## src/hdl/wsjs_pkg.sv

```systemverilog
// Package: constants, codes and control types of the job scheduler
package wsjs_pkg;
  localparam int unsigned NumWorkers  = 4;
  localparam int unsigned DequeDepth  = 512;
  localparam int unsigned PinnedDepth = 64;
  localparam int unsigned GlobalDepth = 1024;

  localparam int unsigned WW  = (NumWorkers > 1) ? $clog2(NumWorkers) : 1;
  localparam int unsigned DAW = $clog2(DequeDepth);
  localparam int unsigned DCW = DAW + 1;
  localparam int unsigned PAW = $clog2(PinnedDepth);
  localparam int unsigned PCW = PAW + 1;
  localparam int unsigned GAW = $clog2(GlobalDepth);
  localparam int unsigned GCW = GAW + 1;
  localparam int unsigned CPW = 10;
  localparam int unsigned TOKW = 32;

  typedef enum logic [1:0] {
    StOk = 2'd0, StEmpty = 2'd1, StOverflow = 2'd2, StBadIdx = 2'd3
  } status_e;

  typedef enum logic [1:0] {
    SrcPinned = 2'd0, SrcOwn = 2'd1, SrcStolen = 2'd2, SrcGlobal = 2'd3
  } source_e;

  typedef enum logic [3:0] {
    SIdle, SDecode, SPinPush, SDqFill, SGlFill, SPinRd, SOwnRd,
    SScan, SStealRd, SGlRd, SWait, SOut
  } state_e;

  // which store the datapath reads or writes
  typedef enum logic [1:0] {
    MemPinned = 2'd0, MemDeque = 2'd1, MemGlobal = 2'd2
  } mem_e;

  // controller -> datapath commands
  typedef struct packed {
    logic   load;        // capture input item
    logic   decode;      // compute derived values
    logic   pin_push;    // write pinned entry
    logic   dq_write;    // write one deque copy
    logic   gl_write;    // write one global copy
    logic   fill_done;   // commit count after a batch
    logic   pin_pop;
    logic   own_pop;
    logic   scan_next;   // advance steal scan
    logic   steal_pop;
    logic   gl_pop;
    logic   capture;     // latch read data into result
    mem_e   rd_sel;
    logic   set_status;
    status_e status;
    logic   res_valid;
  } cmd_t;

  // datapath -> controller status
  typedef struct packed {
    logic mode;
    logic pinned;
    logic is_worker;
    logic bad_idx;
    logic pin_full;
    logic dq_fits;
    logic gl_fits;
    logic zero_copies;
    logic copy_last;
    logic pin_nonempty;
    logic own_nonempty;
    logic scan_hit;
    logic scan_end;
    logic gl_nonempty;
  } stat_t;
endpackage

```

## src/hdl/wsjs_ctrl.sv

```systemverilog
// Controller: sequences submits, fetches and steal scans
module wsjs_ctrl (
  input  logic            clk_i,
  input  logic            rst_ni,
  input  logic            in_valid_i,
  output logic            in_ready_o,
  input  logic            out_ready_i,
  output logic            out_valid_o,
  input  wsjs_pkg::stat_t st_i,
  output wsjs_pkg::cmd_t  cmd_o
);
  wsjs_pkg::state_e state_q, state_d;
  wsjs_pkg::state_e ret_q, ret_d;

  always_ff @(posedge clk_i or negedge rst_ni) begin
    if (!rst_ni) begin
      state_q <= wsjs_pkg::SIdle;
      ret_q   <= wsjs_pkg::SIdle;
    end else begin
      state_q <= state_d;
      ret_q   <= ret_d;
    end
  end

  // next state and commands
  always_comb begin
    state_d     = state_q;
    ret_d       = ret_q;
    cmd_o       = '0;
    cmd_o.status = wsjs_pkg::StOk;
    cmd_o.rd_sel = wsjs_pkg::MemPinned;
    in_ready_o  = 1'b0;
    out_valid_o = 1'b0;
    case (state_q)
      wsjs_pkg::SIdle: begin
        in_ready_o = 1'b1;
        if (in_valid_i) begin
          cmd_o.load = 1'b1;
          state_d = wsjs_pkg::SDecode;
        end
      end
      wsjs_pkg::SDecode: begin
        cmd_o.decode = 1'b1;
        state_d = wsjs_pkg::SPinPush;
      end
      wsjs_pkg::SPinPush: begin
        // decision point; derived values are now registered
        cmd_o.set_status = 1'b1;
        state_d = wsjs_pkg::SOut;
        if (!st_i.mode) begin
          if (st_i.pinned) begin
            if (st_i.pin_full) begin
              cmd_o.status = wsjs_pkg::StOverflow;
            end else begin
              cmd_o.pin_push = 1'b1;
            end
          end else if (st_i.is_worker && st_i.bad_idx) begin
            cmd_o.status = wsjs_pkg::StBadIdx;
          end else if (st_i.zero_copies) begin
            cmd_o.status = wsjs_pkg::StOk;
          end else if (st_i.is_worker && st_i.dq_fits) begin
            state_d = wsjs_pkg::SDqFill;
          end else if (st_i.gl_fits) begin
            state_d = wsjs_pkg::SGlFill;
          end else begin
            cmd_o.status = wsjs_pkg::StOverflow;
          end
        end else begin
          if (st_i.bad_idx) begin
            cmd_o.status = wsjs_pkg::StBadIdx;
          end else if (st_i.pin_nonempty) begin
            cmd_o.pin_pop = 1'b1;
            state_d = wsjs_pkg::SPinRd;
          end else if (st_i.own_nonempty) begin
            cmd_o.own_pop = 1'b1;
            state_d = wsjs_pkg::SOwnRd;
          end else begin
            state_d = wsjs_pkg::SScan;
          end
        end
      end
      wsjs_pkg::SDqFill: begin
        cmd_o.dq_write = 1'b1;
        if (st_i.copy_last) begin
          cmd_o.fill_done = 1'b1;
          state_d = wsjs_pkg::SOut;
        end
      end
      wsjs_pkg::SGlFill: begin
        cmd_o.gl_write = 1'b1;
        if (st_i.copy_last) begin
          cmd_o.fill_done = 1'b1;
          state_d = wsjs_pkg::SOut;
        end
      end
      wsjs_pkg::SPinRd: begin
        cmd_o.rd_sel = wsjs_pkg::MemPinned;
        ret_d = wsjs_pkg::SPinRd;
        state_d = wsjs_pkg::SWait;
      end
      wsjs_pkg::SOwnRd: begin
        cmd_o.rd_sel = wsjs_pkg::MemDeque;
        ret_d = wsjs_pkg::SOwnRd;
        state_d = wsjs_pkg::SWait;
      end
      wsjs_pkg::SScan: begin
        if (st_i.scan_hit) begin
          cmd_o.steal_pop = 1'b1;
          state_d = wsjs_pkg::SStealRd;
        end else if (st_i.scan_end) begin
          cmd_o.set_status = 1'b1;
          if (st_i.gl_nonempty) begin
            cmd_o.gl_pop = 1'b1;
            state_d = wsjs_pkg::SGlRd;
          end else begin
            cmd_o.status = wsjs_pkg::StEmpty;
            state_d = wsjs_pkg::SOut;
          end
        end else begin
          cmd_o.scan_next = 1'b1;
        end
      end
      wsjs_pkg::SStealRd: begin
        cmd_o.rd_sel = wsjs_pkg::MemDeque;
        ret_d = wsjs_pkg::SStealRd;
        state_d = wsjs_pkg::SWait;
      end
      wsjs_pkg::SGlRd: begin
        cmd_o.rd_sel = wsjs_pkg::MemGlobal;
        ret_d = wsjs_pkg::SGlRd;
        state_d = wsjs_pkg::SWait;
      end
      wsjs_pkg::SWait: begin
        // read data registered, take it into the result
        cmd_o.capture = 1'b1;
        case (ret_q)
          wsjs_pkg::SPinRd: cmd_o.rd_sel = wsjs_pkg::MemPinned;
          wsjs_pkg::SGlRd:  cmd_o.rd_sel = wsjs_pkg::MemGlobal;
          default:          cmd_o.rd_sel = wsjs_pkg::MemDeque;
        endcase
        state_d = wsjs_pkg::SOut;
      end
      wsjs_pkg::SOut: begin
        out_valid_o = 1'b1;
        cmd_o.res_valid = 1'b1;
        if (out_ready_i) begin
          state_d = wsjs_pkg::SIdle;
        end
      end
      default: state_d = wsjs_pkg::SIdle;
    endcase
  end
endmodule

```

## config.mk

```make
export PLATFORM = sky130hd
export DESIGN_NAME = wsjs_ctrl
export DESIGN_NICKNAME = d
export VERILOG_FILES = /design/src/hdl/wsjs_pkg.sv /design/src/hdl/wsjs_ctrl.sv
export SDC_FILE = /design/constraint.sdc
export NUM_CORES = 1
export LEC_CHECK = 0
export ABC_AREA = 1
export BUFFER_PORTS_ARGS = -buffer_cell sky130_fd_sc_hd__buf_2
export CAP_MARGIN = 40
export CELL_PAD_IN_SITES_DETAIL_PLACEMENT = 0
export CELL_PAD_IN_SITES_GLOBAL_PLACEMENT = 1
export CORE_UTILIZATION = 30
export DETAILED_ROUTE_END_ITERATION = 8
export PLACE_DENSITY_LB_ADDON = 0.1
export SLEW_MARGIN = 20
export SYNTH_ARGS = -nofsm -noshare
export SYNTH_HDL_FRONTEND = slang
export SYNTH_SLANG_ARGS = --single-unit
```

## constraint.sdc

```tcl
create_clock -name clk_i -period 3.2 [get_ports clk_i]
set_clock_uncertainty 0.15 [all_clocks]
set_input_delay 0.64 -clock clk_i [delete_from_list [all_inputs] [get_ports clk_i]]
set_output_delay 0.64 -clock clk_i [all_outputs]
set_load 0.01 [all_outputs]
```

# After elaboration in Yosys (flattened, before gate mapping)

Index checks and enable logic that the tools add are counted.

Add/sub/neg operators: 0
Multipliers: 0
Divide/modulo/power cells: 0
Magnitude comparators: 0
Eq/ne operators: 17
Shift operators: 0
Mux-type cells: 58
Bitwise operators: 0
Reduce and logical (&&, ||, !) cells: 8

Operators with widths:

| cell                 | count |
|---|---|
| $mux W4              | 13 |
| $pmux W4 S8          | 1 |
| $mux W1              | 25 |
| $mux W2              | 12 |
| $eq A4 B3 Y1 const B | 5 |
| $eq A4 B4 Y1 const B | 5 |
| $pmux W4 S4          | 1 |
| $mux W3              | 3 |
| $eq A4 B2 Y1 const B | 2 |
| $pmux W2 S3          | 1 |
| $pmux W3 S2          | 1 |
| $eq A4 B1 Y1 const B | 1 |
| $logic_not A4 Y1     | 1 |
| $ne A2 B2 Y1 const B | 2 |
| $pmux W2 S2          | 1 |
| $reduce_and A4 Y1    | 1 |
| $reduce_bool A4 Y1   | 1 |
| $reduce_or A2 Y1     | 2 |
| $reduce_or A4 Y1     | 1 |
| $ne A3 B3 Y1 const B | 1 |
| $logic_and A1 B1 Y1  | 2 |
| $ne A2 B1 Y1 const B | 1 |

Bits in registers: 8
Bits in latches: 0
Memory bits (writable): 0
Memory bits (read-only): 0
Input port bits: 18
Output and inout bits: 20
Logic and storage cells: 85
Memories: 0

# Depth between registers and ports, before layout

Depth after elaboration: 7
Gate-level depth with buffers: 9
Gate-level depth less buffers: 9

# Worst setup path before layout

OpenSTA, ideal clock, no wires.

Kind: input to output
From: in st_i[12] (netlist bit)
To: out cmd_o[15] (netlist bit)
Arrival time: 1.254 ns
Setup slack: 1.156 ns
Stages on the path: 3
Cells stage by stage: inv_1 > or2_2 > nor3_1

RTL lines:

| element            | RTL line        | text |
|---|---|---|
| start: declaration | wsjs_ctrl.sv:9  | `input wsjs_pkg::stat_t st_i,` |
| end: declaration   | wsjs_ctrl.sv:10 | `output wsjs_pkg::cmd_t cmd_o` |

==> results.sh <==
export IMPL_std_cell_rows=17
export IMPL_area_sequential_um2=200.2
export IMPL_dr_total_vias=896
export IMPL_floorplan_io_pins=38
export IMPL_finalMaxSlewViolations=0
export IMPL_async_flop_share_pct=100.0
export IMPL_synth_top_cells_by_area="sky130_fd_sc_hd__dfrtp_1 (26%), sky130_fd_sc_hd__nand2_1 (20%), sky130_fd_sc_hd__inv_1 (12%), sky130_fd_sc_hd__nor2_1 (9.4%), sky130_fd_sc_hd__o21ai_0 (5.3%)"
export IMPL_cts_resized_gates=0
export IMPL_antenna_violation_net_count_after_detailed_routing=0
export IMPL_grt_first_pass_wirelength_um=3029
export IMPL_synth_top_cell_by_area="sky130_fd_sc_hd__dfrtp_1"
export IMPL_setup_worst_path_class="reg2out"
export IMPL_hold_path_class="in2async"
export IMPL_leakagePower_uw=0.0006529
export IMPL_post_route_cells_drive_above_1_share_pct=31.18
export IMPL_irDropWorstVdd_mv=0.3452
export IMPL_ys_seq_area_share_pct=26.49
export IMPL_drc=0
export IMPL_postCtsHoldBufs=0
export IMPL_die_height_um=52.19
export IMPL_synth_fa_ha_area_share_pct=0
export IMPL_first_global_vias=779
export IMPL_place_detailed_instances=195
export IMPL_setup_viol=0
export IMPL_postSynthRegisterBits=8
export IMPL_global_route_overflow_total=0
export IMPL_power_total_uw=754.1
export IMPL_final_area_um2=991.0
export IMPL_clkLatencyLatePin_ps=250
export IMPL_post_synthesis_cell_count=131
export IMPL_largest_net_degree_at_the_start_of_global_routing=9
export IMPL_synth_xor_area_share_pct=0
export IMPL_post_synth_cell_area_avg_um2=5.769
export IMPL_cp_arrival_ps=1470
export IMPL_achievable_frequency_mhz=441.7
export IMPL_ctsRootBufferMaster="sky130_fd_sc_hd__clkbuf_4"
export IMPL_post_dp_hpwl_um=1560
export IMPL_synth_top_family_by_area="simple AND/OR/NAND/NOR gates"
export IMPL_clock_tree_htree_level_count=1
export IMPL_power_density_nw_per_um2=760.9
export IMPL_chipWidth_um=52.19
export IMPL_tritoncts="built"
export IMPL_place_area_um2=968.4
export IMPL_synth_area_mux_share_pct=0
export IMPL_die_area_um2=2724
export IMPL_synth_simple_area_share_pct=49.17
export IMPL_synth_most_common_cell="sky130_fd_sc_hd__nand2_1"
export IMPL_synth_distinct_cells=21
export IMPL_antenna_violations_before_repair=0
export IMPL_synth_enable_flop_cells=0
export IMPL_fin_crit_sh_pct=70.74
export IMPL_worstMarginPinSlew_ps=236.8
export IMPL_final_nets=190
export IMPL_initial_core_util_pct=32.90
export IMPL_clkTransAtPathRegs_ps=50
export IMPL_period_needed_ps=2264
export IMPL_global_route_usage_total_pct=14.97
export IMPL_wl_per_cell_um=9.045
export IMPL_numPortBuffers=37
export IMPL_clk_path_buf_depth=2
export IMPL_final_cell_count_no_fill=198
export IMPL_cp_endpoint_kind="output port"
export IMPL_core_um2=2297
export IMPL_reg_to_reg_setup_timing_slack_ps=1700
export IMPL_postCtsSetupBuffers=0
export IMPL_result_of_the_run="complete, no violations"
export IMPL_cp_start_kind="flip-flop"
export IMPL_synth_cell_area_um2=755.7
export IMPL_mappedNetlistNets=149
export IMPL_final_setup_tns_ps=0
export IMPL_clock_sinks=8
export IMPL_grt_setup_unrepaired="false"
export IMPL_final_fill_count=255
export IMPL_area_growth_synth_to_final_pct=31.13
export IMPL_antennaDiodeCount=0
export IMPL_drt_pre_antenna_iters=4
export IMPL_postRouteWirelength_um=1791
export IMPL_synth_top_cells_by_count="sky130_fd_sc_hd__nand2_1 (40), sky130_fd_sc_hd__inv_1 (24), sky130_fd_sc_hd__nor2_1 (19)"
export IMPL_relSlewSlack_pct=84.22
export IMPL_drt_iter0_drc=18
export IMPL_top_cell_type_s_share_of_synthesized_area_pct=26.49
export IMPL_tritoncts_num_buffers=3
export IMPL_multi_input_comb_area_um2=454.2
export IMPL_hold_viol_final=0
export IMPL_yosysWarnings=0
export IMPL_max_cap_violations=0
export IMPL_place_gp_congestion=0.6862
export IMPL_critPathMaxFanout=5
export IMPL_synth_main_ff_cell="sky130_fd_sc_hd__dfrtp_1"
export IMPL_detail_route_vias_per_cell=4.525
export IMPL_synth_compound_area_share_pct=10.93
export IMPL_critical_path_required_time_ps=2410
sequential cells by signal, indices dropped and copies added (netlist names):
register and flops:
state_q 4, ret_q 4
kinds of logic (layout without fill, tap and decap cells):
kind of cell           count (synthesis)  after routing
AO/OA/AOI/OAI                         15             15
buffers and inverters                 26             65
flip-flops                             8              8
AND/OR/NAND/NOR                       82             82
placed cells by master (no fill, tap or decap):
master / instances
sky130_fd_sc_hd__inv_1: 24
sky130_fd_sc_hd__nand3_2: 2
sky130_fd_sc_hd__or2_2: 1
sky130_fd_sc_hd__o211ai_1: 1
sky130_fd_sc_hd__o21ai_0: 8
sky130_fd_sc_hd__dfrtp_1: 8
sky130_fd_sc_hd__buf_2: 37
sky130_fd_sc_hd__nor2_2: 4
sky130_fd_sc_hd__nand3_1: 7
sky130_fd_sc_hd__nand2_2: 3
sky130_fd_sc_hd__nand2_1: 40
sky130_fd_sc_hd__o21a_1: 2
sky130_fd_sc_hd__o21ai_1: 2
sky130_fd_sc_hd__nor3_2: 1
sky130_fd_sc_hd__nand3b_1: 1
sky130_fd_sc_hd__inv_2: 1
sky130_fd_sc_hd__nor2_1: 19
sky130_fd_sc_hd__clkbuf_4: 3
sky130_fd_sc_hd__nor3_1: 2
sky130_fd_sc_hd__nand4_1: 1
sky130_fd_sc_hd__nor2_4: 1
sky130_fd_sc_hd__a21oi_1: 2
report_power, final:
| part | leakage [uW] | internal [uW] | switching [uW] | total [uW] |
|---|---|---|---|---|
| Sequential | 0.0000988 | 152 | 44.8 | 196 |
| Clock | 0.0000138 | 42.7 | 31.9 | 74.6 |
| Combinational | 0.000540 | 179 | 304 | 483 |
| Total | 0.000653 | 373 | 381 | 754 |
worst max-delay path, stage by stage, from the launching register on:
cell and delay (ps):
sky130_fd_sc_hd__dfrtp_1 400, sky130_fd_sc_hd__inv_1 140, sky130_fd_sc_hd__nand2_1 80, sky130_fd_sc_hd__nor2_2 180
sky130_fd_sc_hd__inv_1 140, sky130_fd_sc_hd__nor3_1 140, sky130_fd_sc_hd__buf_2 150
metrics by stage:
stage | setup WS [ps] | hold slack (ps) | utilization, %
CTS | 924.2 | 67.84 | 43.14
global placement | 1036 | 331.8 | 42.16
detailed placement | 1026 | 336.3 | 42.16
finish | 936.2 | 63.85 | 43.14
floorplan | 1156 | 194.4 | -
global route | 779.0 | 69.10 | 43.14
routing by layer:
metal  track usage (%)  up-vias  wire length [um]
li1                  -      480                 -
met4             7.895        0                44
met1             19.11      380               810
met3            0.8696        5               118
met2             25.21       31               817
met5                 0        -                 0
final timing paths:
kind,from,endpoint,cells after the start
max in group asynchronous,rst_ni,ret_q[1],1
worst max register to register,state_q[1],state_q[1],8
min in group clk_i,ret_q[0],ret_q[0],1
worst min-delay path,rst_ni,state_q[0],1
worst min register to register,ret_q[0],ret_q[0],1
worst max-delay path,state_q[3],cmd_o[15],6
cell type report:
| class | count | share of cell area [%] |
|---|---|---|
| well taps | 28 | 3.535 |
| multi-input cells | 97 | 45.83 |
| flip-flops and latches | 8 | 20.20 |
| inverters | 25 | 9.470 |
| repair buffers | 37 | 18.69 |
| clock buffers | 3 | 2.273 |
(Power assumes the default switching activity.)
